--- src/hdl/sha256_byte_stream_hasher_defines.svh ---
// ----------------------------------------------------------------------------
// sha256 byte stream hasher assertion macros
// implication checks on the rising clock edge, gated off while in reset
// ----------------------------------------------------------------------------
`ifndef SHA256_BYTE_STREAM_HASHER_DEFINES_SVH
`define SHA256_BYTE_STREAM_HASHER_DEFINES_SVH

`ifndef SYNTH

// same cycle implication
`define SHABS_ASSERT_IMP(name, clk, rst_n, ante, cons) \
    name: assert property (@(posedge clk) disable iff (!rst_n) (ante) |-> (cons)) \
        else $error("same cycle check failed");

// next cycle implication
`define SHABS_ASSERT_NXT(name, clk, rst_n, ante, cons) \
    name: assert property (@(posedge clk) disable iff (!rst_n) (ante) |=> (cons)) \
        else $error("next cycle check failed");

`else

`define SHABS_ASSERT_IMP(name, clk, rst_n, ante, cons)
`define SHABS_ASSERT_NXT(name, clk, rst_n, ante, cons)

`endif

`endif

--- src/hdl/shabs_pkg.sv ---
// ----------------------------------------------------------------------------
// shabs_pkg
// shared types and constants of the sha256 byte stream hasher
// ----------------------------------------------------------------------------
package shabs_pkg;

    localparam int unsigned BLOCK_BYTES     = 64;
    localparam int unsigned WIN_W           = BLOCK_BYTES * 8;
    localparam int unsigned POS_W           = 6;
    localparam int unsigned LEN_W           = 64;
    localparam int unsigned BYTE_CNT_W      = LEN_W - 3;
    localparam int unsigned DIGEST_WORDS    = 8;
    localparam int unsigned ROUNDS          = 64;
    localparam int unsigned QUEUE_DEPTH_DEF = 2;

    localparam logic [POS_W-1:0] LAST_BYTE  = POS_W'(BLOCK_BYTES - 1);
    localparam logic [POS_W-1:0] LEN_START  = POS_W'(56);
    localparam logic [5:0]       LAST_ROUND = 6'(ROUNDS - 1);
    localparam logic [2:0]       LAST_WORD  = 3'(DIGEST_WORDS - 1);
    localparam logic [7:0]       PAD_MARK   = 8'h80;

    localparam logic [31:0] INIT_HASH [0:7] = '{
        32'h6a09e667, 32'hbb67ae85, 32'h3c6ef372, 32'ha54ff53a,
        32'h510e527f, 32'h9b05688c, 32'h1f83d9ab, 32'h5be0cd19
    };

    localparam logic [31:0] ROUND_K [0:63] = '{
        32'h428a2f98, 32'h71374491, 32'hb5c0fbcf, 32'he9b5dba5,
        32'h3956c25b, 32'h59f111f1, 32'h923f82a4, 32'hab1c5ed5,
        32'hd807aa98, 32'h12835b01, 32'h243185be, 32'h550c7dc3,
        32'h72be5d74, 32'h80deb1fe, 32'h9bdc06a7, 32'hc19bf174,
        32'he49b69c1, 32'hefbe4786, 32'h0fc19dc6, 32'h240ca1cc,
        32'h2de92c6f, 32'h4a7484aa, 32'h5cb0a9dc, 32'h76f988da,
        32'h983e5152, 32'ha831c66d, 32'hb00327c8, 32'hbf597fc7,
        32'hc6e00bf3, 32'hd5a79147, 32'h06ca6351, 32'h14292967,
        32'h27b70a85, 32'h2e1b2138, 32'h4d2c6dfc, 32'h53380d13,
        32'h650a7354, 32'h766a0abb, 32'h81c2c92e, 32'h92722c85,
        32'ha2bfe8a1, 32'ha81a664b, 32'hc24b8b70, 32'hc76c51a3,
        32'hd192e819, 32'hd6990624, 32'hf40e3585, 32'h106aa070,
        32'h19a4c116, 32'h1e376c08, 32'h2748774c, 32'h34b0bcb5,
        32'h391c0cb3, 32'h4ed8aa4a, 32'h5b9cca4f, 32'h682e6ff3,
        32'h748f82ee, 32'h78a5636f, 32'h84c87814, 32'h8cc70208,
        32'h90befffa, 32'ha4506ceb, 32'hbef9a3f7, 32'hc67178f2
    };

    // work classes handed from the front to the back
    typedef enum logic [1:0] {
        CMD_ABSORB       = 2'd0,
        CMD_ABSORB_BLOCK = 2'd1,
        CMD_FINISH_ONE   = 2'd2,
        CMD_FINISH_TWO   = 2'd3
    } t_cmd;

    // arg holds the byte for absorbs, the message bit length for finishes
    typedef struct packed {
        t_cmd             cmd;
        logic [POS_W-1:0] pos;
        logic [LEN_W-1:0] arg;
    } t_entry;

    typedef struct packed {
        logic full;
        logic empty;
    } t_q_stat;

endpackage

--- src/hdl/shabs_in_if.sv ---
// ----------------------------------------------------------------------------
// shabs_in_if
// input channel: one absorb or finish transaction per handshake
// ----------------------------------------------------------------------------
interface shabs_in_if;
    logic       valid;
    logic       ready;
    logic       action;
    logic [7:0] data_byte;

    modport source (output valid, output action, output data_byte, input ready);
    modport sink   (input valid, input action, input data_byte, output ready);
endinterface

--- src/hdl/shabs_out_if.sv ---
// ----------------------------------------------------------------------------
// shabs_out_if
// output channel: one digest word per handshake
// ----------------------------------------------------------------------------
interface shabs_out_if;
    logic        valid;
    logic        ready;
    logic [31:0] digest_word;
    logic [2:0]  word_index;
    logic        last_word;

    modport source (output valid, output digest_word, output word_index, output last_word,
                    input ready);
    modport sink   (input valid, input digest_word, input word_index, input last_word,
                    output ready);
endinterface

--- src/hdl/shabs_front.sv ---
// ----------------------------------------------------------------------------
// shabs_front
// accepts input transactions, tracks message length, classifies the work
// ----------------------------------------------------------------------------
module shabs_front
    import shabs_pkg::*;
(
    input  logic         i_clk,
    input  logic         i_rst_n,
    shabs_in_if.sink     i_in,
    input  t_q_stat      i_stat,
    output logic         o_push,
    output t_entry       o_entry
);

    logic [BYTE_CNT_W-1:0] r_byte_cnt;
    logic [BYTE_CNT_W-1:0] n_byte_cnt;
    logic [POS_W-1:0]      pos;

    assign i_in.ready = !i_stat.full;
    assign o_push     = i_in.valid && !i_stat.full;
    assign pos        = r_byte_cnt[POS_W-1:0];

    always_comb begin
        o_entry.pos = pos;
        n_byte_cnt  = r_byte_cnt;
        if (i_in.action) begin
            // bit length mod 2^64 is the byte count shifted by three
            o_entry.arg = {r_byte_cnt, 3'b000};
            o_entry.cmd = (pos >= LEN_START) ? CMD_FINISH_TWO : CMD_FINISH_ONE;
            n_byte_cnt  = '0;
        end else begin
            o_entry.arg = {{(LEN_W-8){1'b0}}, i_in.data_byte};
            o_entry.cmd = (pos == LAST_BYTE) ? CMD_ABSORB_BLOCK : CMD_ABSORB;
            n_byte_cnt  = r_byte_cnt + BYTE_CNT_W'(1);
        end
    end

    always_ff @(posedge i_clk) begin
        if (!i_rst_n) begin
            r_byte_cnt <= '0;
        end else if (o_push) begin
            r_byte_cnt <= n_byte_cnt;
        end
    end

endmodule

--- src/hdl/shabs_fifo.sv ---
// ----------------------------------------------------------------------------
// shabs_fifo
// short work queue between the front and the back
// ----------------------------------------------------------------------------
`include "sha256_byte_stream_hasher_defines.svh"

module shabs_fifo
    import shabs_pkg::*;
#(
    parameter int unsigned DEPTH = QUEUE_DEPTH_DEF
) (
    input  logic    i_clk,
    input  logic    i_rst_n,
    input  logic    i_push,
    input  t_entry  i_entry,
    input  logic    i_pop,
    output t_entry  o_entry,
    output t_q_stat o_stat
);

    localparam int unsigned PTR_W = (DEPTH > 1) ? $clog2(DEPTH) : 1;
    localparam int unsigned CNT_W = $clog2(DEPTH + 1);

    t_entry             r_mem [0:DEPTH-1];
    logic [PTR_W-1:0]   r_wr;
    logic [PTR_W-1:0]   r_rd;
    logic [CNT_W-1:0]   r_count;
    logic [PTR_W-1:0]   n_wr;
    logic [PTR_W-1:0]   n_rd;

    assign o_entry      = r_mem[r_rd];
    assign o_stat.full  = (r_count == CNT_W'(DEPTH));
    assign o_stat.empty = (r_count == '0);

    assign n_wr = (r_wr == PTR_W'(DEPTH - 1)) ? '0 : r_wr + PTR_W'(1);
    assign n_rd = (r_rd == PTR_W'(DEPTH - 1)) ? '0 : r_rd + PTR_W'(1);

    always_ff @(posedge i_clk) begin
        if (!i_rst_n) begin
            r_wr    <= '0;
            r_rd    <= '0;
            r_count <= '0;
        end else begin
            if (i_push) begin
                r_wr <= n_wr;
            end
            if (i_pop) begin
                r_rd <= n_rd;
            end
            priority if (i_push && !i_pop) begin
                r_count <= r_count + CNT_W'(1);
            end else if (i_pop && !i_push) begin
                r_count <= r_count - CNT_W'(1);
            end
        end
    end

    always_ff @(posedge i_clk) begin
        if (i_push) begin
            r_mem[r_wr] <= i_entry;
        end
    end

    `SHABS_ASSERT_IMP(a_no_overflow, i_clk, i_rst_n, i_push, r_count != CNT_W'(DEPTH))
    `SHABS_ASSERT_IMP(a_no_underflow, i_clk, i_rst_n, i_pop, r_count != '0)

endmodule

--- src/hdl/shabs_back.sv ---
// ----------------------------------------------------------------------------
// shabs_back
// block window, padding sequencer, one-round-per-cycle compression, digest out
// ----------------------------------------------------------------------------
`include "sha256_byte_stream_hasher_defines.svh"

module shabs_back
    import shabs_pkg::*;
(
    input  logic         i_clk,
    input  logic         i_rst_n,
    input  t_entry       i_entry,
    input  t_q_stat      i_stat,
    output logic         o_pop,
    shabs_out_if.source  o_out
);

    typedef enum logic [4:0] {
        S_IDLE  = 5'b00001,
        S_PAD   = 5'b00010,
        S_ROUND = 5'b00100,
        S_FOLD  = 5'b01000,
        S_EMIT  = 5'b10000
    } t_state;

    function automatic logic [31:0] rotr(input logic [31:0] v, input int unsigned s);
        return (v >> s) | (v << (32 - s));
    endfunction

    t_state            r_state, n_state;
    logic [WIN_W-1:0]  r_win, n_win;
    logic [31:0]       r_work  [0:7];
    logic [31:0]       n_work  [0:7];
    logic [31:0]       r_chain [0:7];
    logic [31:0]       n_chain [0:7];
    logic [5:0]        r_round, n_round;
    logic [POS_W-1:0]  r_fill, n_fill;
    logic [LEN_W-1:0]  r_len, n_len;
    logic              r_two, n_two;
    logic              r_final, n_final;
    logic [2:0]        r_idx, n_idx;
    logic              r_out_valid, n_out_valid;
    logic [31:0]       r_out_word, n_out_word;
    logic [2:0]        r_out_index, n_out_index;
    logic              r_out_last, n_out_last;

    logic [7:0]        pad_byte;
    logic [31:0]       big0, big1, choose, major, t1, sched;
    logic [31:0]       w0, w1, w9, w14;

    // message schedule taps, word 0 is the oldest in the window
    assign w0  = r_win[WIN_W-1 -: 32];
    assign w1  = r_win[WIN_W-33 -: 32];
    assign w9  = r_win[WIN_W-1-9*32 -: 32];
    assign w14 = r_win[WIN_W-1-14*32 -: 32];

    assign sched = (rotr(w14, 17) ^ rotr(w14, 19) ^ (w14 >> 10)) + w9
                 + (rotr(w1, 7) ^ rotr(w1, 18) ^ (w1 >> 3)) + w0;

    assign big1   = rotr(r_work[4], 6) ^ rotr(r_work[4], 11) ^ rotr(r_work[4], 25);
    assign choose = (r_work[4] & r_work[5]) ^ (~r_work[4] & r_work[6]);
    assign t1     = r_work[7] + big1 + choose + ROUND_K[r_round] + w0;
    assign big0   = rotr(r_work[0], 2) ^ rotr(r_work[0], 13) ^ rotr(r_work[0], 22);
    assign major  = (r_work[0] & r_work[1]) ^ (r_work[0] & r_work[2])
                  ^ (r_work[1] & r_work[2]);

    // zero fill, then the length big-endian in the last eight bytes of the final block
    assign pad_byte = (!r_two && (r_fill >= LEN_START)) ?
                      r_len[{~r_fill[2:0], 3'b000} +: 8] : 8'h00;

    always_comb begin
        n_state     = r_state;
        n_win       = r_win;
        n_work      = r_work;
        n_chain     = r_chain;
        n_round     = r_round;
        n_fill      = r_fill;
        n_len       = r_len;
        n_two       = r_two;
        n_final     = r_final;
        n_idx       = r_idx;
        n_out_valid = r_out_valid && !o_out.ready;
        n_out_word  = r_out_word;
        n_out_index = r_out_index;
        n_out_last  = r_out_last;
        o_pop       = 1'b0;

        unique case (r_state)
            S_IDLE: begin
                if (!i_stat.empty) begin
                    o_pop = 1'b1;
                    unique case (i_entry.cmd)
                        CMD_ABSORB: begin
                            n_win = {r_win[WIN_W-9:0], i_entry.arg[7:0]};
                        end
                        CMD_ABSORB_BLOCK: begin
                            n_win   = {r_win[WIN_W-9:0], i_entry.arg[7:0]};
                            n_work  = r_chain;
                            n_round = '0;
                            n_final = 1'b0;
                            n_state = S_ROUND;
                        end
                        CMD_FINISH_ONE, CMD_FINISH_TWO: begin
                            n_win  = {r_win[WIN_W-9:0], PAD_MARK};
                            n_len  = i_entry.arg;
                            n_fill = i_entry.pos + POS_W'(1);
                            n_two  = (i_entry.cmd == CMD_FINISH_TWO);
                            // marker lands on the last byte: block already full
                            if (i_entry.pos == LAST_BYTE) begin
                                n_work  = r_chain;
                                n_round = '0;
                                n_final = 1'b0;
                                n_state = S_ROUND;
                            end else begin
                                n_state = S_PAD;
                            end
                        end
                    endcase
                end
            end
            S_PAD: begin
                n_win  = {r_win[WIN_W-9:0], pad_byte};
                n_fill = r_fill + POS_W'(1);
                if (r_fill == LAST_BYTE) begin
                    n_work  = r_chain;
                    n_round = '0;
                    n_final = !r_two;
                    n_state = S_ROUND;
                end
            end
            S_ROUND: begin
                n_work[0] = t1 + big0 + major;
                n_work[1] = r_work[0];
                n_work[2] = r_work[1];
                n_work[3] = r_work[2];
                n_work[4] = r_work[3] + t1;
                n_work[5] = r_work[4];
                n_work[6] = r_work[5];
                n_work[7] = r_work[6];
                n_win     = {r_win[WIN_W-33:0], sched};
                n_round   = r_round + 6'd1;
                if (r_round == LAST_ROUND) begin
                    n_state = S_FOLD;
                end
            end
            S_FOLD: begin
                for (int i = 0; i < 8; i++) begin
                    n_chain[i] = r_chain[i] + r_work[i];
                end
                priority if (r_final) begin
                    n_idx   = '0;
                    n_state = S_EMIT;
                end else if (r_two) begin
                    // second padding block of a long tail
                    n_two   = 1'b0;
                    n_fill  = '0;
                    n_state = S_PAD;
                end else begin
                    n_state = S_IDLE;
                end
            end
            S_EMIT: begin
                if (!r_out_valid || o_out.ready) begin
                    n_out_valid = 1'b1;
                    n_out_word  = r_chain[r_idx];
                    n_out_index = r_idx;
                    n_out_last  = (r_idx == LAST_WORD);
                    n_idx       = r_idx + 3'd1;
                    if (r_idx == LAST_WORD) begin
                        n_chain = INIT_HASH;
                        n_state = S_IDLE;
                    end
                end
            end
            default: begin
                n_state = S_IDLE;
            end
        endcase
    end

    always_ff @(posedge i_clk) begin
        if (!i_rst_n) begin
            r_state     <= S_IDLE;
            r_chain     <= INIT_HASH;
            r_round     <= '0;
            r_fill      <= '0;
            r_two       <= 1'b0;
            r_final     <= 1'b0;
            r_idx       <= '0;
            r_out_valid <= 1'b0;
        end else begin
            r_state     <= n_state;
            r_chain     <= n_chain;
            r_round     <= n_round;
            r_fill      <= n_fill;
            r_two       <= n_two;
            r_final     <= n_final;
            r_idx       <= n_idx;
            r_out_valid <= n_out_valid;
        end
    end

    always_ff @(posedge i_clk) begin
        r_win       <= n_win;
        r_work      <= n_work;
        r_len       <= n_len;
        r_out_word  <= n_out_word;
        r_out_index <= n_out_index;
        r_out_last  <= n_out_last;
    end

    assign o_out.valid       = r_out_valid;
    assign o_out.digest_word = r_out_word;
    assign o_out.word_index  = r_out_index;
    assign o_out.last_word   = r_out_last;

    `SHABS_ASSERT_NXT(a_round_run, i_clk, i_rst_n, r_state == S_ROUND && r_round != LAST_ROUND, r_state == S_ROUND)
    `SHABS_ASSERT_NXT(a_final_emits, i_clk, i_rst_n, r_state == S_FOLD && r_final, r_state == S_EMIT && r_idx == '0)
    `SHABS_ASSERT_IMP(a_out_last, i_clk, i_rst_n, r_out_valid && r_out_last, r_out_index == LAST_WORD)

endmodule

--- src/hdl/sha256_byte_stream_hasher.sv ---
// ----------------------------------------------------------------------------
// sha256_byte_stream_hasher
// sha-256 over a byte stream, eight digest words out per finished message
// ----------------------------------------------------------------------------
//
// channel  dir  payload                                  transaction
// -------  ---  ---------------------------------------  -------------------------
// i_in     in   action, data_byte                        one byte or one finish
// o_out    out  digest_word, word_index, last_word       one digest word
//
// - an absorb shifts one byte into the block window in the back; the 64th byte
//   of a block also runs the compression rounds and the fold
// - a finish runs the padding, one or two compressions and the output of the
//   eight digest words; a single round unit serves every compression
// - reset clears control state and loads the initial hash values
// - the front keeps taking transactions into the work queue, until it is full,
//   while the back compresses or while a digest word waits at the output register
//
module sha256_byte_stream_hasher
    import shabs_pkg::*;
#(
    parameter int unsigned QUEUE_DEPTH = QUEUE_DEPTH_DEF
) (
    input  logic         i_clk,
    input  logic         i_rst_n,
    shabs_in_if.sink     i_in,
    shabs_out_if.source  o_out
);

    // queue traffic between the front and the back
    logic    push;
    logic    pop;
    t_entry  push_entry;
    t_entry  pop_entry;
    t_q_stat q_stat;

    // front: handshake, length count, classifies block ends and padding size
    shabs_front u_front (
        .i_clk   (i_clk),
        .i_rst_n (i_rst_n),
        .i_in    (i_in),
        .i_stat  (q_stat),
        .o_push  (push),
        .o_entry (push_entry)
    );

    // work queue lets the front run ahead of a compression
    shabs_fifo #(
        .DEPTH (QUEUE_DEPTH)
    ) u_fifo (
        .i_clk   (i_clk),
        .i_rst_n (i_rst_n),
        .i_push  (push),
        .i_entry (push_entry),
        .i_pop   (pop),
        .o_entry (pop_entry),
        .o_stat  (q_stat)
    );

    // back: block window, padding, rounds and the digest output register
    shabs_back u_back (
        .i_clk   (i_clk),
        .i_rst_n (i_rst_n),
        .i_entry (pop_entry),
        .i_stat  (q_stat),
        .o_pop   (pop),
        .o_out   (o_out)
    );

endmodule
--- src/flat_wrapper.sv ---
// flat-port wrapper written by rule: the top's interface ports become plain ports
module sha256_byte_stream_hasher_flat import shabs_pkg::*;
#(
    parameter int unsigned QUEUE_DEPTH = QUEUE_DEPTH_DEF
)
  (i_clk, i_rst_n, i_in_valid, i_in_action, i_in_data_byte, i_in_ready, o_out_valid, o_out_digest_word, o_out_word_index, o_out_last_word, o_out_ready);
  shabs_in_if i_in_i ();
  shabs_out_if o_out_i ();
  input  logic i_clk;
  input  logic i_rst_n;
  input wire logic [$bits(i_in_i.valid)-1:0] i_in_valid;
  input wire logic [$bits(i_in_i.action)-1:0] i_in_action;
  input wire logic [$bits(i_in_i.data_byte)-1:0] i_in_data_byte;
  output wire logic [$bits(i_in_i.ready)-1:0] i_in_ready;
  output wire logic [$bits(o_out_i.valid)-1:0] o_out_valid;
  output wire logic [$bits(o_out_i.digest_word)-1:0] o_out_digest_word;
  output wire logic [$bits(o_out_i.word_index)-1:0] o_out_word_index;
  output wire logic [$bits(o_out_i.last_word)-1:0] o_out_last_word;
  input wire logic [$bits(o_out_i.ready)-1:0] o_out_ready;
  assign i_in_i.valid = i_in_valid;
  assign i_in_i.action = i_in_action;
  assign i_in_i.data_byte = i_in_data_byte;
  assign i_in_ready = i_in_i.ready;
  assign o_out_valid = o_out_i.valid;
  assign o_out_digest_word = o_out_i.digest_word;
  assign o_out_word_index = o_out_i.word_index;
  assign o_out_last_word = o_out_i.last_word;
  assign o_out_i.ready = o_out_ready;
  sha256_byte_stream_hasher #(.QUEUE_DEPTH(QUEUE_DEPTH)) u_core (.i_clk(i_clk), .i_rst_n(i_rst_n), .i_in(i_in_i), .o_out(o_out_i));
endmodule
--- config.mk ---
export PLATFORM = sky130hd
export DESIGN_NAME = sha256_byte_stream_hasher_flat
export DESIGN_NICKNAME = d
export VERILOG_FILES = /design/src/hdl/shabs_pkg.sv /design/src/hdl/shabs_in_if.sv /design/src/hdl/shabs_out_if.sv /design/src/hdl/shabs_front.sv /design/src/hdl/shabs_fifo.sv /design/src/hdl/shabs_back.sv /design/src/hdl/sha256_byte_stream_hasher.sv /design/src/flat_wrapper.sv
export VERILOG_INCLUDE_DIRS = /design/src /design/src/hdl
export SDC_FILE = /design/constraint.sdc
export NUM_CORES = 2
export LEC_CHECK = 0
export CAP_MARGIN = 10
export CORE_UTILIZATION = 50
export DETAILED_ROUTE_END_ITERATION = 8
export DONT_BUFFER_PORTS = 1
export HOLD_SLACK_MARGIN = 0.03
export PLACE_DENSITY = 0.7
export SLEW_MARGIN = 20
export SYNTH_ARGS = -nofsm -noshare
export SYNTH_HDL_FRONTEND = slang
export SYNTH_HIERARCHICAL = 1
export SYNTH_SLANG_ARGS = --single-unit
--- constraint.sdc ---
create_clock -name i_clk -period 37.8 [get_ports i_clk]
set_input_delay 7.56 -clock i_clk [delete_from_list [all_inputs] [get_ports i_clk]]
set_output_delay 7.56 -clock i_clk [all_outputs]
set_load 0.02 [all_outputs]
==> impl_metrics.tcl <==
set metrics [dict create \
    status "completed" \
    slew_violations 0 \
    hold_viol_final 0 \
    dr.pass1.iters 8 \
    synth-seq-area-share 0.440 \
    drt_iter0_drc 8486 \
    ios 51 \
    path_clk_slew_ns 0.06 \
    crit_fanout 49 \
    numCtsBuffers 153 \
    cp.required_ns 38.52 \
    drt_drc_violations_left 0 \
    worst_pin_slew_ns 1.11 \
    setup_viol 0 \
    finalNetCount 9295 \
    multi_input_area_um2 43900 \
    holdPathStages 2 \
    period_needed_ns 9.69 \
    avgRoutedWirePerCell_um 22.7 \
    slew-limit-headroom 0.254 \
    gr-usage-met1 0.418 \
    ys.flop_type "edfxtp_1" \
    row_count 150 \
    viasPerCell 6.02 \
    insertion_delay_ns 0.84 \
    syn_area_per_cell_um2 9.46 \
    synth_edf_count 1012 \
    path_buf_inv 2 \
    hold_buffers 0 \
    cts_tree "done" \
    cts.sinks 1357 \
    layout_common_cells "nand2_1 (2317), edfxtp_1 (1012), o21ai_0 (491)" \
    grt_usage 0.289 \
    endpoint_kind "flop" \
    place_ws_ns 27.47 \
    critical_path_arrival_ns 10.41 \
    timing.final.ws_setup_ns 28.11 \
    cpPeakStageDelay_ns 0.79 \
    yosys.cell_types.count 102 \
    final_common_cell "nand2_1" \
    fmax_ghz 0.103 \
    fill_cells 14800 \
    startpoint_type "input port" \
    fp.coreArea_um2 168000 \
    cts_resized 0 \
    critPathLaunch "o_out_ready" \
    portBuffers 0 \
    critPathKind "input port to flop" \
    die_area_um2 171000 \
    ys_ff_latch 1357 \
    seq_area_um2 37300 \
    cpLargestDelayFamily "buffers and inverters" \
    drive_above_1_share 0.0671 \
    grt_overflow 0 \
    grt_first_pass_wirelength_um 378000 \
    ys_warn_count 6 \
    antenna_found_initial 8 \
    rsz0062_at_grt "no" \
    place_hpwl_um 176000 \
    timing.rr.start "u_core/u_back/r_round[0]" \
    area_growth_pct 7.66 \
    place_congestion 0.973 \
    fin_crit_sh 0.256 \
    grt_use_met3 0.0450 \
    min_path_type "flop to flop" \
    cts_setup_buffers 0 \
    r2r_setup_slack_ns 28.66 \
    clk_path_buf_depth 3 \
    cpMostUsedCell "buf_4" \
    min_to "u_core/u_front/r_byte_cnt[44]" \
    ys_async_sr_fraction 0 \
    h-tree-depth 4 \
    synth_nets 9574 \
    finClkSkew_ns 0.0425 \
    antenna_left 0 \
    vias 66300 \
    die_x_um 414 \
    syn_area_um2 84800 \
    slowest_stage "buf_4" \
    cts-root-buf "clkbuf_16" \
    path_cells "nand2b_1, a31oi_4, buf_4, and2_2, buf_4, a21oi_1, o22a_1" \
    busiest_layer "met2" \
    min-delay-start "u_core/u_front/r_byte_cnt[44]" \
    grt_max_degree 198 \
    use_met2 0.433 \
    rr_worst_depth 29 \
    die_h_um 414 \
    drt_wl_total_um 250000 \
    rr_endpoint "u_core/u_back/r_work[255]" \
    grt_pass1_vias 62800 \
    postSynthCellCount 8963 \
    final.setup.tns_ns 0 \
    maxCapViolCount 0 \
    initial_core_util 0.505 \
]
[stage by stage]
step                 util  hold WS, ns  cells  instance area (um^2)
floorplan               -        0.435   8963                 84800
global placement    0.514        0.473  10700                 86200
detailed placement  0.514        0.490  10700                 86200
CTS                 0.544        0.497  11000                 91200
global route        0.544        0.533  11000                 91200
finish              0.544        0.498  11000                 91200
[worst max path at each step]
stage	endpoint	slack [ns]	cells past startpoint
2_1_floorplan	u_core/u_back/r_win[0]	9.98	6
6_report	u_core/u_back/r_chain[95]	28.11	7
3_5_place_dp	u_core/u_back/r_chain[95]	27.47	7
5_1_grt	u_core/u_back/r_chain[158]	28.15	7
4_1_cts	u_core/u_back/r_chain[95]	28.34	7
3_3_place_gp	u_core/u_back/r_chain[95]	27.51	7
[registers in the layout, indices dropped and copies added (netlist names), 32 cells and up, named ones only]
| register | cells |
|---|---|
| u_core/u_front/r_byte_cnt | 61 |
| u_core/u_back/r_chain | 256 |
| u_core/u_back/r_win | 512 |
| u_core/u_back/r_len | 64 |
| u_core/u_back/o_out.digest_word | 32 |
| u_core/u_back/r_work | 256 |
| u_core/u_fifo/r_mem | 144 |
[worst min-delay path, cell delays in order, from the launching register on]
cell	delay, ns
dfxtp_1	0.32
o31ai_1	0.07
a21oi_1	0.06
[cell families after synthesis]
logic type,after synthesis,synth area share
flip-flops,1357,0.440
XOR/XNOR,604,0.0624
multiplexers,256,0.0444
AO/OA/AOI/OAI,1784,0.132
AND/OR/NAND/NOR,3379,0.169
buffers and inverters,963,0.0437
adder cells (fa/ha/maj),620,0.108
[metal layers]
metal	wire length [um]	vias up	part of all wire
li1	-	30600	-
met5	0	-	0
met2	110000	3199	0.44
met1	106000	32000	0.42
met3	24200	449	0.097
met4	9840	0	0.039
[final cells by class]
| cell class | count | share of cell area |
|---|---|---|
| well taps | 2204 | 0.0302 |
| inverters | 455 | 0.0188 |
| flip-flops and latches | 1357 | 0.409 |
| clock buffers | 217 | 0.0474 |
| diodes | 1 | 0.0000274 |
| repair buffers | 74 | 0.00676 |
| multi-input cells | 6643 | 0.481 |
| clock inverters | 64 | 0.00712 |
[synthesized netlist by cell type, types with 58 or more instances]
master	count	area share
a31oi_1	58	0.0043
a21o_1	161	0.014
ha_1	401	0.059
a211oi_1	68	0.0060
xor2_1	233	0.024
xnor2_1	371	0.038
clkbuf_1	456	0.020
and2_1	83	0.0061
nor2_1	368	0.016
nand2_1	2320	0.10
mux2_2	142	0.019
nor2b_1	120	0.0089
o21a_1	65	0.0058
nor3_1	91	0.0054
fa_1	197	0.047
mux4_2	82	0.022
o21ai_0	492	0.029
a21oi_1	454	0.027
edfxtp_1	1012	0.36
nand3_1	113	0.0067
a22oi_1	77	0.0068
dfxtp_1	345	0.081
inv_1	454	0.020
o22ai_1	86	0.0063
Power is not shown: default switching activity piles up to over one toggle a cycle in this logic, so the estimate is an artifact.
